$ cat config.mk
export PLATFORM = sky130hd
export DESIGN_NAME = layered_span_resolver_core
export DESIGN_NICKNAME = d
export VERILOG_FILES = /design/src/hdl/lsr_pkg.sv /design/src/hdl/lsr_ram.sv /design/src/hdl/layered_span_resolver_core.sv
export SDC_FILE = /design/constraint.sdc
export NUM_CORES = 2
export LEC_CHECK = 0
export BUFFER_PORTS_ARGS = -buffer_cell sky130_fd_sc_hd__buf_2
export CAP_MARGIN = 10
export CORE_MARGIN = 3
export CORE_UTILIZATION = 60
export CTS_CLUSTER_DIAMETER = 30
export DETAILED_ROUTE_END_ITERATION = 7
export GPL_ROUTABILITY_DRIVEN = 0
export GPL_TIMING_DRIVEN = 0
export HOLD_SLACK_MARGIN = 0.12
export PLACE_DENSITY_LB_ADDON = 0.25
export SLEW_MARGIN = 40
export SYNTH_ARGS = -nofsm -noshare
export SYNTH_HDL_FRONTEND = slang
export SYNTH_SLANG_ARGS = --single-unit
$ cat constraint.sdc
create_clock -name i_clk -period 7.2 [get_ports i_clk]
set_input_delay 0.36 -clock i_clk [delete_from_list [all_inputs] [get_ports i_clk]]
set_output_delay 0.36 -clock i_clk [all_outputs]
set_load 0.01 [all_outputs]
$ cat src/hdl/lsr_pkg.sv
// ----------------------------------------------------------------------------
// Layered span resolver package
// Field widths, request and result codes, register indexes and the result
// item type shared by the resolver core.
// ----------------------------------------------------------------------------
package lsr_pkg;

    localparam int Y_BITS     = 15;
    localparam int X_BITS     = 16;
    localparam int Z_BITS     = 4;
    localparam int CL_BITS    = 4;
    localparam int COLOR_BITS = 16;
    localparam int ID_BITS    = 16;
    localparam int LWID_BITS  = 15;

    localparam int IN_DATA_BITS  = 72;
    localparam int OUT_DATA_BITS = 104;

    // Depth of the result queue in front of the output port.
    localparam int FIFO_DEPTH = 4;
    localparam int FIFO_AW    = 2;

    // Request kinds carried in the input tuser bit.
    localparam logic REQ_EDGE = 1'b0;
    localparam logic REQ_EOL  = 1'b1;

    // Result kinds carried in the output tuser bit.
    localparam logic KIND_SPAN    = 1'b0;
    localparam logic KIND_COLLIDE = 1'b1;

    // Configuration register indexes.
    localparam logic [0:0] CFG_LINE_WIDTH = 1'b0;
    localparam logic [0:0] CFG_BG_COLOR   = 1'b1;

    localparam logic [LWID_BITS-1:0]  LINE_WIDTH_RST = 15'd160;
    localparam logic [COLOR_BITS-1:0] BG_COLOR_RST   = 16'd0;

    // Collide layer reported when the repair search finds no open layer.
    localparam logic [CL_BITS-1:0] COLLIDE_NONE = 4'd15;

    typedef struct packed {
        logic                     kind;
        logic [Y_BITS-1:0]        line_y;
        logic signed [X_BITS-1:0] x_start;
        logic signed [X_BITS-1:0] x_end;
        logic [COLOR_BITS-1:0]    color;
        logic [CL_BITS-1:0]       collide_first;
        logic [CL_BITS-1:0]       collide_second;
        logic [ID_BITS-1:0]       poly_first;
        logic [ID_BITS-1:0]       poly_second;
        logic                     last;
    } t_result;

endpackage

$ cat src/hdl/lsr_ram.sv
// ----------------------------------------------------------------------------
// Layered span resolver RAM
// Generic single write port, single read port memory with registered read.
// A read at the address being written returns the old contents.
// ----------------------------------------------------------------------------
module lsr_ram #(
    parameter int WIDTH = 16,
    parameter int DEPTH = 16,
    localparam int AW = (DEPTH > 1) ? $clog2(DEPTH) : 1
) (
    input  logic             i_clk,
    input  logic             i_wr_en,
    input  logic [AW-1:0]    i_wr_addr,
    input  logic [WIDTH-1:0] i_wr_data,
    input  logic [AW-1:0]    i_rd_addr,
    output logic [WIDTH-1:0] o_rd_data
);

    logic [WIDTH-1:0] r_mem [DEPTH];
    logic [WIDTH-1:0] r_rd_data;

    always_ff @(posedge i_clk) begin
        r_rd_data <= r_mem[i_rd_addr];
        if (i_wr_en) begin
            r_mem[i_wr_addr] <= i_wr_data;
        end
    end

    assign o_rd_data = r_rd_data;

endmodule

$ cat src/hdl/layered_span_resolver_core.sv
// ----------------------------------------------------------------------------
// Layered span resolver core
// Turns the sorted edge crossings of one scanline into colored spans and
// collision events, tracking open depth layers and collide layers.
// ----------------------------------------------------------------------------
// Usage:
// Items arrive on the s_axis channel: an edge crossing (tuser low) or an end
// of scanline (tuser high). Crossings of one line come in rising x order,
// followed by one end-of-line item. Each item yields zero, one or two result
// items on the m_axis channel; tlast marks the final result of an input item.
// The per-layer colors and per-collide-layer polygon ids live in small
// synchronous RAMs; the open masks, top layer and tracked collide pair are
// held in flip-flops and updated in the cycle an item is accepted.
// Each accepted item passes the capture stage and then the result queue.
// Throughput is one item per cycle while the receiver is ready and each item
// yields at most one result; one with two results holds the output for both.
// The color RAM read issued when the top layer closes returns in the next
// cycle and is forwarded to the next item, so it costs no stall.
// Results wait in a four-entry queue; when the receiver stalls, input is
// accepted until the queue and the capture stage together could overflow.
// Reset clears all layer and collide state and loads line_width 160 and
// background color 0. The user must write the configuration only while no item
// is in flight; the block itself does not enforce this.
// ----------------------------------------------------------------------------
module layered_span_resolver_core
    import lsr_pkg::*;
#(
    parameter int NUM_LAYERS = 16
) (
    input  logic                     i_clk,
    input  logic                     i_rst_n,
    // Configuration write port.
    input  logic                     i_cfg_wr_en,
    input  logic [0:0]               i_cfg_addr,
    input  logic [COLOR_BITS-1:0]    i_cfg_wr_data,
    // Input items.
    input  logic                     s_axis_tvalid,
    output logic                     s_axis_tready,
    // tdata, from bit 0: scan_y[15], edge_x[16], layer_z[4], collide_valid[1],
    // collide_layer[4], poly_color[16], poly_id[16].
    input  logic [IN_DATA_BITS-1:0]  s_axis_tdata,
    // tuser: req_type.
    input  logic                     s_axis_tuser,
    // Result items.
    output logic                     m_axis_tvalid,
    input  logic                     m_axis_tready,
    // tdata, from bit 0: line_y[15], x_start[16], x_end[16], slice_color[16],
    // collide_first[4], collide_second[4], poly_first[16], poly_second[16],
    // one zero pad bit.
    output logic [OUT_DATA_BITS-1:0] m_axis_tdata,
    // tuser: out_kind.
    output logic                     m_axis_tuser,
    output logic                     m_axis_tlast
);

    localparam int LW = $clog2(NUM_LAYERS);
    localparam int CW = $clog2(NUM_LAYERS + 1);
    localparam logic [NUM_LAYERS-1:0] ONE_HOT0 = NUM_LAYERS'(1);

    // Reduces a four-bit layer number modulo the layer count.
    function automatic logic [LW-1:0] f_mod(input logic [3:0] v);
        logic [5:0] t;
        t = {2'b00, v};
        for (int k = 0; k < 8; k++) begin
            if (t >= 6'(NUM_LAYERS)) begin
                t = t - 6'(NUM_LAYERS);
            end
        end
        return LW'(t);
    endfunction

    // Highest set bit of a mask; the top bit of the result flags a hit.
    function automatic logic [LW:0] f_top(input logic [NUM_LAYERS-1:0] m);
        logic [LW:0] r;
        r = '0;
        for (int k = 0; k < NUM_LAYERS; k++) begin
            if (m[k]) begin
                r = {1'b1, LW'(k)};
            end
        end
        return r;
    endfunction

    // Highest set bit as a collide layer number; none gives COLLIDE_NONE.
    function automatic logic [CL_BITS-1:0] f_top4(input logic [NUM_LAYERS-1:0] m);
        logic [LW:0] r;
        r = f_top(m);
        return r[LW] ? CL_BITS'(32'(r[LW-1:0])) : COLLIDE_NONE;
    endfunction

    // ------------------------------------------------------------------
    // Input unpacking
    // ------------------------------------------------------------------
    logic                     in_req;
    logic [Y_BITS-1:0]        in_y;
    logic signed [X_BITS-1:0] in_x;
    logic [Z_BITS-1:0]        in_z;
    logic                     in_cv;
    logic [CL_BITS-1:0]       in_ci;
    logic [COLOR_BITS-1:0]    in_color;
    logic [ID_BITS-1:0]       in_pid;

    assign in_req   = s_axis_tuser;
    assign in_y     = s_axis_tdata[14:0];
    assign in_x     = $signed(s_axis_tdata[30:15]);
    assign in_z     = s_axis_tdata[34:31];
    assign in_cv    = s_axis_tdata[35];
    assign in_ci    = s_axis_tdata[39:36];
    assign in_color = s_axis_tdata[55:40];
    assign in_pid   = s_axis_tdata[71:56];

    logic accept;
    assign accept = s_axis_tvalid && s_axis_tready;

    // ------------------------------------------------------------------
    // Configuration and scanline state
    // ------------------------------------------------------------------
    logic [LWID_BITS-1:0]     r_line_width;
    logic [COLOR_BITS-1:0]    r_bg_color;

    logic [NUM_LAYERS-1:0]    r_lopen,     n_lopen;
    logic [LW-1:0]            r_top,       n_top;
    logic                     r_vis_valid, n_vis_valid;
    logic [COLOR_BITS-1:0]    r_vis_color, n_vis_color;
    logic                     r_vis_pend,  n_vis_pend;
    logic [NUM_LAYERS-1:0]    r_copen,     n_copen;
    logic [CW-1:0]            r_ccount,    n_ccount;
    logic [CL_BITS-1:0]       r_ca,        n_ca;
    logic [CL_BITS-1:0]       r_cb,        n_cb;
    logic signed [X_BITS-1:0] r_prev_x,    n_prev_x;

    // Capture stage: results of the item accepted in the previous cycle.
    logic                     r_s2_valid;
    logic                     r_s2_span,    n_s2_span;
    logic                     r_s2_evt,     n_s2_evt;
    logic [Y_BITS-1:0]        r_s2_y;
    logic signed [X_BITS-1:0] r_s2_span_xs, n_s2_span_xs;
    logic signed [X_BITS-1:0] r_s2_span_xe, n_s2_span_xe;
    logic [COLOR_BITS-1:0]    r_s2_color,   n_s2_color;
    logic signed [X_BITS-1:0] r_s2_evt_xs;
    logic signed [X_BITS-1:0] r_s2_evt_xe;
    logic [CL_BITS-1:0]       r_s2_ca;
    logic [CL_BITS-1:0]       r_s2_cb;

    // ------------------------------------------------------------------
    // Table memories. The polygon id table is kept twice so that both
    // members of the tracked collide pair can be read in one cycle.
    // ------------------------------------------------------------------
    logic                  col_we;
    logic [LW-1:0]         col_raddr;
    logic [COLOR_BITS-1:0] col_rdata;
    logic                  poly_we;
    logic [ID_BITS-1:0]    poly_rdata_a;
    logic [ID_BITS-1:0]    poly_rdata_b;

    logic [LW-1:0]         z_idx;
    logic [LW-1:0]         ci_idx;
    logic [NUM_LAYERS-1:0] mz;
    logic [NUM_LAYERS-1:0] mi;
    logic [NUM_LAYERS-1:0] lopen_tog;
    logic [LW:0]           lopen_top;

    assign z_idx     = f_mod(in_z);
    assign ci_idx    = f_mod(in_ci);
    assign mz        = ONE_HOT0 << z_idx;
    assign mi        = in_cv ? (ONE_HOT0 << ci_idx) : '0;
    assign lopen_tog = r_lopen ^ mz;
    assign lopen_top = f_top(lopen_tog);
    assign col_raddr = lopen_top[LW-1:0];

    lsr_ram #(.WIDTH(COLOR_BITS), .DEPTH(NUM_LAYERS)) u_color_ram (
        .i_clk     (i_clk),
        .i_wr_en   (col_we),
        .i_wr_addr (z_idx),
        .i_wr_data (in_color),
        .i_rd_addr (col_raddr),
        .o_rd_data (col_rdata)
    );

    lsr_ram #(.WIDTH(ID_BITS), .DEPTH(NUM_LAYERS)) u_poly_ram_a (
        .i_clk     (i_clk),
        .i_wr_en   (poly_we),
        .i_wr_addr (ci_idx),
        .i_wr_data (in_pid),
        .i_rd_addr (f_mod(r_ca)),
        .o_rd_data (poly_rdata_a)
    );

    lsr_ram #(.WIDTH(ID_BITS), .DEPTH(NUM_LAYERS)) u_poly_ram_b (
        .i_clk     (i_clk),
        .i_wr_en   (poly_we),
        .i_wr_addr (ci_idx),
        .i_wr_data (in_pid),
        .i_rd_addr (f_mod(r_cb)),
        .o_rd_data (poly_rdata_b)
    );

    // ------------------------------------------------------------------
    // Item processing. The visible color forwarded from the color RAM is
    // the one left by the previous item when that item closed the top layer.
    // ------------------------------------------------------------------
    logic signed [X_BITS-1:0] lw_s;
    logic [COLOR_BITS-1:0]    eff_color;
    logic [CL_BITS-1:0]       ci4;

    assign lw_s      = $signed({1'b0, r_line_width});
    assign eff_color = r_vis_pend ? col_rdata : r_vis_color;
    assign ci4       = CL_BITS'(32'(ci_idx));

    always_comb begin
        n_lopen      = r_lopen;
        n_top        = r_top;
        n_vis_valid  = r_vis_valid;
        n_vis_color  = eff_color;
        n_vis_pend   = 1'b0;
        n_copen      = r_copen;
        n_ccount     = r_ccount;
        n_ca         = r_ca;
        n_cb         = r_cb;
        n_prev_x     = r_prev_x;
        n_s2_span    = 1'b0;
        n_s2_evt     = 1'b0;
        n_s2_span_xs = (r_prev_x > 16'sd0) ? r_prev_x : 16'sd0;
        n_s2_span_xe = lw_s;
        n_s2_color   = r_bg_color;
        col_we       = 1'b0;
        poly_we      = 1'b0;

        if (accept) begin
            if (in_req == REQ_EOL) begin
                // Final background span, then a clean slate for the next line.
                n_s2_span   = r_prev_x < lw_s;
                n_lopen     = '0;
                n_top       = '0;
                n_vis_valid = 1'b0;
                n_vis_color = '0;
                n_copen     = '0;
                n_ccount    = '0;
                n_ca        = '0;
                n_cb        = '0;
                n_prev_x    = '0;
            end else begin
                n_s2_span    = (in_x > 16'sd0) && (r_prev_x < lw_s);
                n_s2_evt     = (in_x > 16'sd0) && (r_ccount > CW'(1));
                n_s2_span_xe = (in_x < lw_s) ? in_x : lw_s;
                n_s2_color   = r_vis_valid ? eff_color : r_bg_color;
                n_prev_x     = in_x;
                n_lopen      = lopen_tog;

                if ((lopen_tog & mz) != '0) begin
                    // The layer opens: remember its color, maybe it is on top.
                    col_we = 1'b1;
                    if (!r_vis_valid || (z_idx > r_top)) begin
                        n_top       = z_idx;
                        n_vis_color = in_color;
                        n_vis_valid = 1'b1;
                    end
                    if (mi != '0) begin
                        poly_we = 1'b1;
                        if ((r_copen & mi) == '0) begin
                            n_copen  = r_copen | mi;
                            n_ccount = r_ccount + CW'(1);
                            if (n_ccount == CW'(1)) begin
                                n_ca = ci4;
                            end else if (n_ccount == CW'(2)) begin
                                n_cb = ci4;
                            end
                        end
                    end
                end else begin
                    // The layer closes. Closing the top layer re-picks the
                    // top and fetches its color from the RAM.
                    if (r_vis_valid && (z_idx == r_top)) begin
                        if (lopen_top[LW]) begin
                            n_top       = lopen_top[LW-1:0];
                            n_vis_valid = 1'b1;
                            n_vis_pend  = 1'b1;
                        end else begin
                            n_vis_valid = 1'b0;
                            n_vis_color = '0;
                        end
                    end
                    if ((r_copen & mi) != '0) begin
                        n_copen  = r_copen ^ mi;
                        n_ccount = r_ccount - CW'(1);
                        // The tracked pair is repaired only when the open
                        // count falls to one or two.
                        if ((n_ccount == CW'(1)) && (ci4 == r_ca)) begin
                            n_ca = r_cb;
                        end else if (n_ccount == CW'(2)) begin
                            if (ci4 == r_ca) begin
                                n_ca = f_top4(n_copen ^ (ONE_HOT0 << f_mod(r_cb)));
                            end else if (ci4 == r_cb) begin
                                n_cb = f_top4(n_copen ^ (ONE_HOT0 << f_mod(r_ca)));
                            end
                        end
                    end
                end
            end
        end
    end

    // ------------------------------------------------------------------
    // Result queue
    // ------------------------------------------------------------------
    t_result              r_fifo [FIFO_DEPTH];
    logic [FIFO_AW-1:0]   r_wp;
    logic [FIFO_AW-1:0]   r_rp;
    logic [FIFO_AW:0]     r_fcnt;
    logic [1:0]           s2_n;
    logic [1:0]           push_n;
    logic                 pop;
    t_result              res_span;
    t_result              res_evt;
    t_result              head;

    assign s2_n   = r_s2_valid ? ({1'b0, r_s2_span} + {1'b0, r_s2_evt}) : 2'd0;
    assign push_n = s2_n;
    assign pop    = m_axis_tvalid && m_axis_tready;

    assign s_axis_tready = (r_fcnt + (FIFO_AW + 1)'(s2_n)) <= (FIFO_AW + 1)'(FIFO_DEPTH - 2);

    always_comb begin
        res_span                = '0;
        res_span.kind           = KIND_SPAN;
        res_span.line_y         = r_s2_y;
        res_span.x_start        = r_s2_span_xs;
        res_span.x_end          = r_s2_span_xe;
        res_span.color          = r_s2_color;
        res_span.last           = !r_s2_evt;

        res_evt                 = '0;
        res_evt.kind            = KIND_COLLIDE;
        res_evt.line_y          = r_s2_y;
        res_evt.x_start         = r_s2_evt_xs;
        res_evt.x_end           = r_s2_evt_xe;
        res_evt.collide_first   = r_s2_ca;
        res_evt.collide_second  = r_s2_cb;
        res_evt.poly_first      = poly_rdata_a;
        res_evt.poly_second     = poly_rdata_b;
        res_evt.last            = 1'b1;
    end

    // ------------------------------------------------------------------
    // Control registers
    // ------------------------------------------------------------------
    always_ff @(posedge i_clk) begin
        if (!i_rst_n) begin
            r_line_width <= LINE_WIDTH_RST;
            r_bg_color   <= BG_COLOR_RST;
            r_lopen      <= '0;
            r_top        <= '0;
            r_vis_valid  <= 1'b0;
            r_vis_color  <= '0;
            r_vis_pend   <= 1'b0;
            r_copen      <= '0;
            r_ccount     <= '0;
            r_ca         <= '0;
            r_cb         <= '0;
            r_prev_x     <= '0;
            r_s2_valid   <= 1'b0;
            r_s2_span    <= 1'b0;
            r_s2_evt     <= 1'b0;
            r_wp         <= '0;
            r_rp         <= '0;
            r_fcnt       <= '0;
        end else begin
            if (i_cfg_wr_en) begin
                unique case (i_cfg_addr)
                    CFG_LINE_WIDTH: r_line_width <= i_cfg_wr_data[LWID_BITS-1:0];
                    CFG_BG_COLOR:   r_bg_color   <= i_cfg_wr_data;
                    default:        r_bg_color   <= r_bg_color;
                endcase
            end
            r_lopen     <= n_lopen;
            r_top       <= n_top;
            r_vis_valid <= n_vis_valid;
            r_vis_color <= n_vis_color;
            r_vis_pend  <= n_vis_pend;
            r_copen     <= n_copen;
            r_ccount    <= n_ccount;
            r_ca        <= n_ca;
            r_cb        <= n_cb;
            r_prev_x    <= n_prev_x;
            r_s2_valid  <= accept;
            r_s2_span   <= n_s2_span;
            r_s2_evt    <= n_s2_evt;
            r_wp        <= r_wp + FIFO_AW'(push_n);
            r_rp        <= r_rp + FIFO_AW'(pop);
            r_fcnt      <= r_fcnt + (FIFO_AW + 1)'(push_n) - (FIFO_AW + 1)'(pop);
        end
    end

    // Payload registers.
    always_ff @(posedge i_clk) begin
        if (accept) begin
            r_s2_y       <= in_y;
            r_s2_span_xs <= n_s2_span_xs;
            r_s2_span_xe <= n_s2_span_xe;
            r_s2_color   <= n_s2_color;
            r_s2_evt_xs  <= r_prev_x;
            r_s2_evt_xe  <= in_x;
            r_s2_ca      <= r_ca;
            r_s2_cb      <= r_cb;
        end
        if (r_s2_valid) begin
            if (r_s2_span) begin
                r_fifo[r_wp] <= res_span;
                if (r_s2_evt) begin
                    r_fifo[r_wp + FIFO_AW'(1)] <= res_evt;
                end
            end else if (r_s2_evt) begin
                r_fifo[r_wp] <= res_evt;
            end
        end
    end

    // ------------------------------------------------------------------
    // Output port
    // ------------------------------------------------------------------
    assign head          = r_fifo[r_rp];
    assign m_axis_tvalid = r_fcnt != '0;
    assign m_axis_tuser  = head.kind;
    assign m_axis_tlast  = head.last;
    assign m_axis_tdata  = {1'b0, head.poly_second, head.poly_first,
                            head.collide_second, head.collide_first, head.color,
                            head.x_end, head.x_start, head.line_y};

    // ------------------------------------------------------------------
    // Assertions
    // ------------------------------------------------------------------
    a_queue_bound: assert property (@(posedge i_clk) disable iff (!i_rst_n)
        (r_fcnt + (FIFO_AW + 1)'(s2_n)) <= (FIFO_AW + 1)'(FIFO_DEPTH))
        else $error("result queue overflow");

    a_visible_mask: assert property (@(posedge i_clk) disable iff (!i_rst_n)
        r_vis_valid == (r_lopen != '0))
        else $error("visible flag disagrees with open layer mask");

    a_top_open: assert property (@(posedge i_clk) disable iff (!i_rst_n)
        r_vis_valid |-> r_lopen[r_top])
        else $error("top layer is not open");

    a_collide_count: assert property (@(posedge i_clk) disable iff (!i_rst_n)
        $countones(r_copen) == int'(r_ccount))
        else $error("collide count disagrees with collide mask");

    a_pend_after_accept: assert property (@(posedge i_clk) disable iff (!i_rst_n)
        r_vis_pend |-> $past(accept))
        else $error("color fetch pending without an accepted item");

endmodule

==> results.yml <==
die:
  core_um2: 87300
  dieArea_um2: 92100
  fp.dieW_um: 304
  die_h_um: 304
  io_pins: 203
  num_rows: 108
  initial_utilization: 0.608
yosys:
  synth_enable_flop_cells: 963
  synth_warnings: 0
  yosys.area.top_type: "edfxtp_1"
  yosysSeqAreaShare: 0.636
  syn_area_per_cell_um2: 14.8
  synthCells: 3581
  netlist_area_um2: 53100
  synth_top_area_frac: 0.544
  synthArstFlopShare: 0
  synth.area.top_cells: "edfxtp_1, mux4_2, dfxtp_1"
  synth-main-ff-cell: "edfxtp_1"
  synth_cell_types: 96
  ys_seq_elements: 1207
routing:
  drc: 0
  highest_layer: "met5"
  post_drt_via_cell_ratio: 6.47
  antenna_left: 0
  vias: 35400
  firstDrtPassIters: 8
  wire_per_inst_um: 26.9
  drt_iter0_markers: 4282
  wl_met1_mm: 53.4
  routed_wl_mm: 147
  dr_wl_met3_mm: 16.0
  wl_met2_mm: 71.2
status:
  status: "finished, final reports clean"
layout:
  layout_commonest_cell: "edfxtp_1"
  final_layout_size_suffix_gt1_frac: 0.248
  syn_to_final_growth_pct: 21.8
  fill_cells: 5270
  final_cell_mix: "edfxtp_1, mux4_2, buf_2, nand2_1, dfxtp_1"
  nets: 4316
critical_path:
  required_ps: 7700
  arrival_ps: 5650
  path_max_fanout: 74
  start_kind: "register"
  path_class: "register to register"
  reg2reg_depth: 15
  cp-end-kind: "register"
timing:
  fin_crit_sh: 0.716
  rsz0062_at_grt: "no"
  holdWs_ps: 246
  max_freq_ghz: 0.194
  worstMarginPinSlew_ps: 972
  fin_skew_ps: 56.4
  hold_viol: 0
  setup_violations: 0
  maxSlewViolCount: 0
  slew-limit-headroom: 0.352
  fin_crit_ps: 5160
clock_tree:
  clk_pin_slew_worst_paths_ps: 50
  insertion_delay_ps: 820
  postCtsResizedCells: 0
  cts_root_buffer: "clkbuf_16"
  cts.sinks: 1207
  cts_tree: "done"
  cts_hold_buffers: 92
  htree_levels: 4
  postCtsSetupBuffers: 0
  numCtsBuffers: 204
  clockBufferDepth: 3
power_and_ir_drop:
  finalPower_uw: 20300
  leakage_uw: 0.0228
  powerDensity_nw_per_um2: 314
  ir_worst_vdd_mv: 0.278
job:
  maxCapViolations: 0
hold_path:
  hold_class: "input pin to register"
  hold_depth: 5
placed_design:
  dp_hpwl_mm: 95.3
  io_buffers: 197
global_route:
  grt_max_degree: 75
  grt_remaining_overflow: 0
  grt_pass1_vias: 35700
  grt_pass1_wl_mm: 220
  grt_usage: 0.321
  antenna_found_initial: 11
-- cell families (layout without fill, tap and decap cells) --
group,after synthesis,count (layout),share of synthesized area
other,1,12,0.0000706
DFF,1207,1207,0.636
AOI/OAI and AO/OA,594,594,0.0814
muxes,383,383,0.137
xor gates and xnor gates,19,19,0.00313
and+or+nand+nor,943,943,0.0937
buffers and inverters,341,1069,0.0262
adders and majority gates,93,93,0.0221
-- final cells by class --
type,count,area (um^2),share of cell area
timing repair buffer,340,2620,0.0405
clock inverter,153,1830,0.0284
buffer,248,1100,0.0170
clock buffer,235,5330,0.0824
tap,1155,1450,0.0223
inverter,93,357,0.00551
sequential,1207,33800,0.523
antenna,10,25.0,0.000387
multi-input combinational,2034,18200,0.281
-- routing by layer --
metal  up-vias  GRT usage
li1      15100          -
met3       509     0.0831
met1     17400      0.414
met4         8      0.135
met2      2319      0.523
met5         -          0
-- critical path: stages (launching register included) --
cell,delay [ps]
dfxtp_1,400
inv_1,70
ha_1,300
nor2b_1,210
ha_1,220
fa_1,430
a21oi_1,390
and2_1,220
buf_8,290
buf_16,390
nand2_1,180
clkbuf_1,390
clkbuf_2,480
nor3_2,330
buf_2,280
buf_2,240
-- flip-flops by register name, summed over array words and instances, names as in the netlist, 5 cells and up --
register	flops
r_copen	16
r_bg_color	16
r_s2_span_xe	16
r_s2_evt_xs	16
r_s2_y	15
u_poly_ram_a.r_mem	64
r_vis_color	16
r_s2_evt_xe	16
r_prev_x	16
r_s2_color	16
u_color_ram.o_rd_data	16
r_s2_span_xs	16
r_lopen	16
r_fifo	420
u_poly_ram_b.o_rd_data	16
u_poly_ram_a.o_rd_data	16
u_poly_ram_b.r_mem	192
r_line_width	15
u_color_ram.r_mem	256
r_ccount	5
-- cell usage after synthesis, drive strengths merged, types with 7 or more instances --
cell type and instances:
edfxtp 963, mux4 265, nand2 256, dfxtp 244, and2 231, clkbuf 176, a22o 145, a21oi 120
nor2 108, o21ai 101, mux2 97, inv 93, ha 92, nand3 84, nor2b 77, buf 71
nor3 40, a21boi 38, a222oi 30, nand4 26, a2111oi 23, a21o 22, mux2i 21, nor4 21
nand2b 20, nand3b 17, o211a 17, a22oi 16, xor2 12, or3 11, a31oi 10, and3 9
nor3b 8, o211ai 8, a211oi 7, o221ai 7, o22ai 7, xnor2 7
-- path summary, 6_finish.rpt --
path	slack [ps]	from	endpoint
setup reg to reg	2040	r_s2_span	u_color_ram.r_mem[15][8]
hold / removal	250	s_axis_tdata[33]	r_top[2]
setup / recovery	2040	r_s2_span	u_color_ram.r_mem[15][8]
hold reg to reg	440	r_ca[2]	r_s2_ca[2]
-- through the flow --
stage | area [um^2] | TNS, ps | setup slack [ps] | utilization | cells
finish | 64700 | 0 | 2040 | 0.741 | 5475
global route | 64600 | 0 | 1850 | 0.741 | 5465
CTS | 64600 | 0 | 2100 | 0.740 | 5465
detailed placement | 56500 | 0 | 2100 | 0.648 | 4985
global placement | 55500 | -28870 | -536 | 0.636 | 4934
floorplan | 53100 | 0 | 1820 | - | 3582
-- report_power, final --
group          switching [uW]  total [uW]  internal (uW)
Sequential                224        8070           7840
Clock                    3720        9890           6170
Combinational            1390        2360            973
Total                    5330       20300          15000
Note: power is estimated with default switching activity, not from simulation.
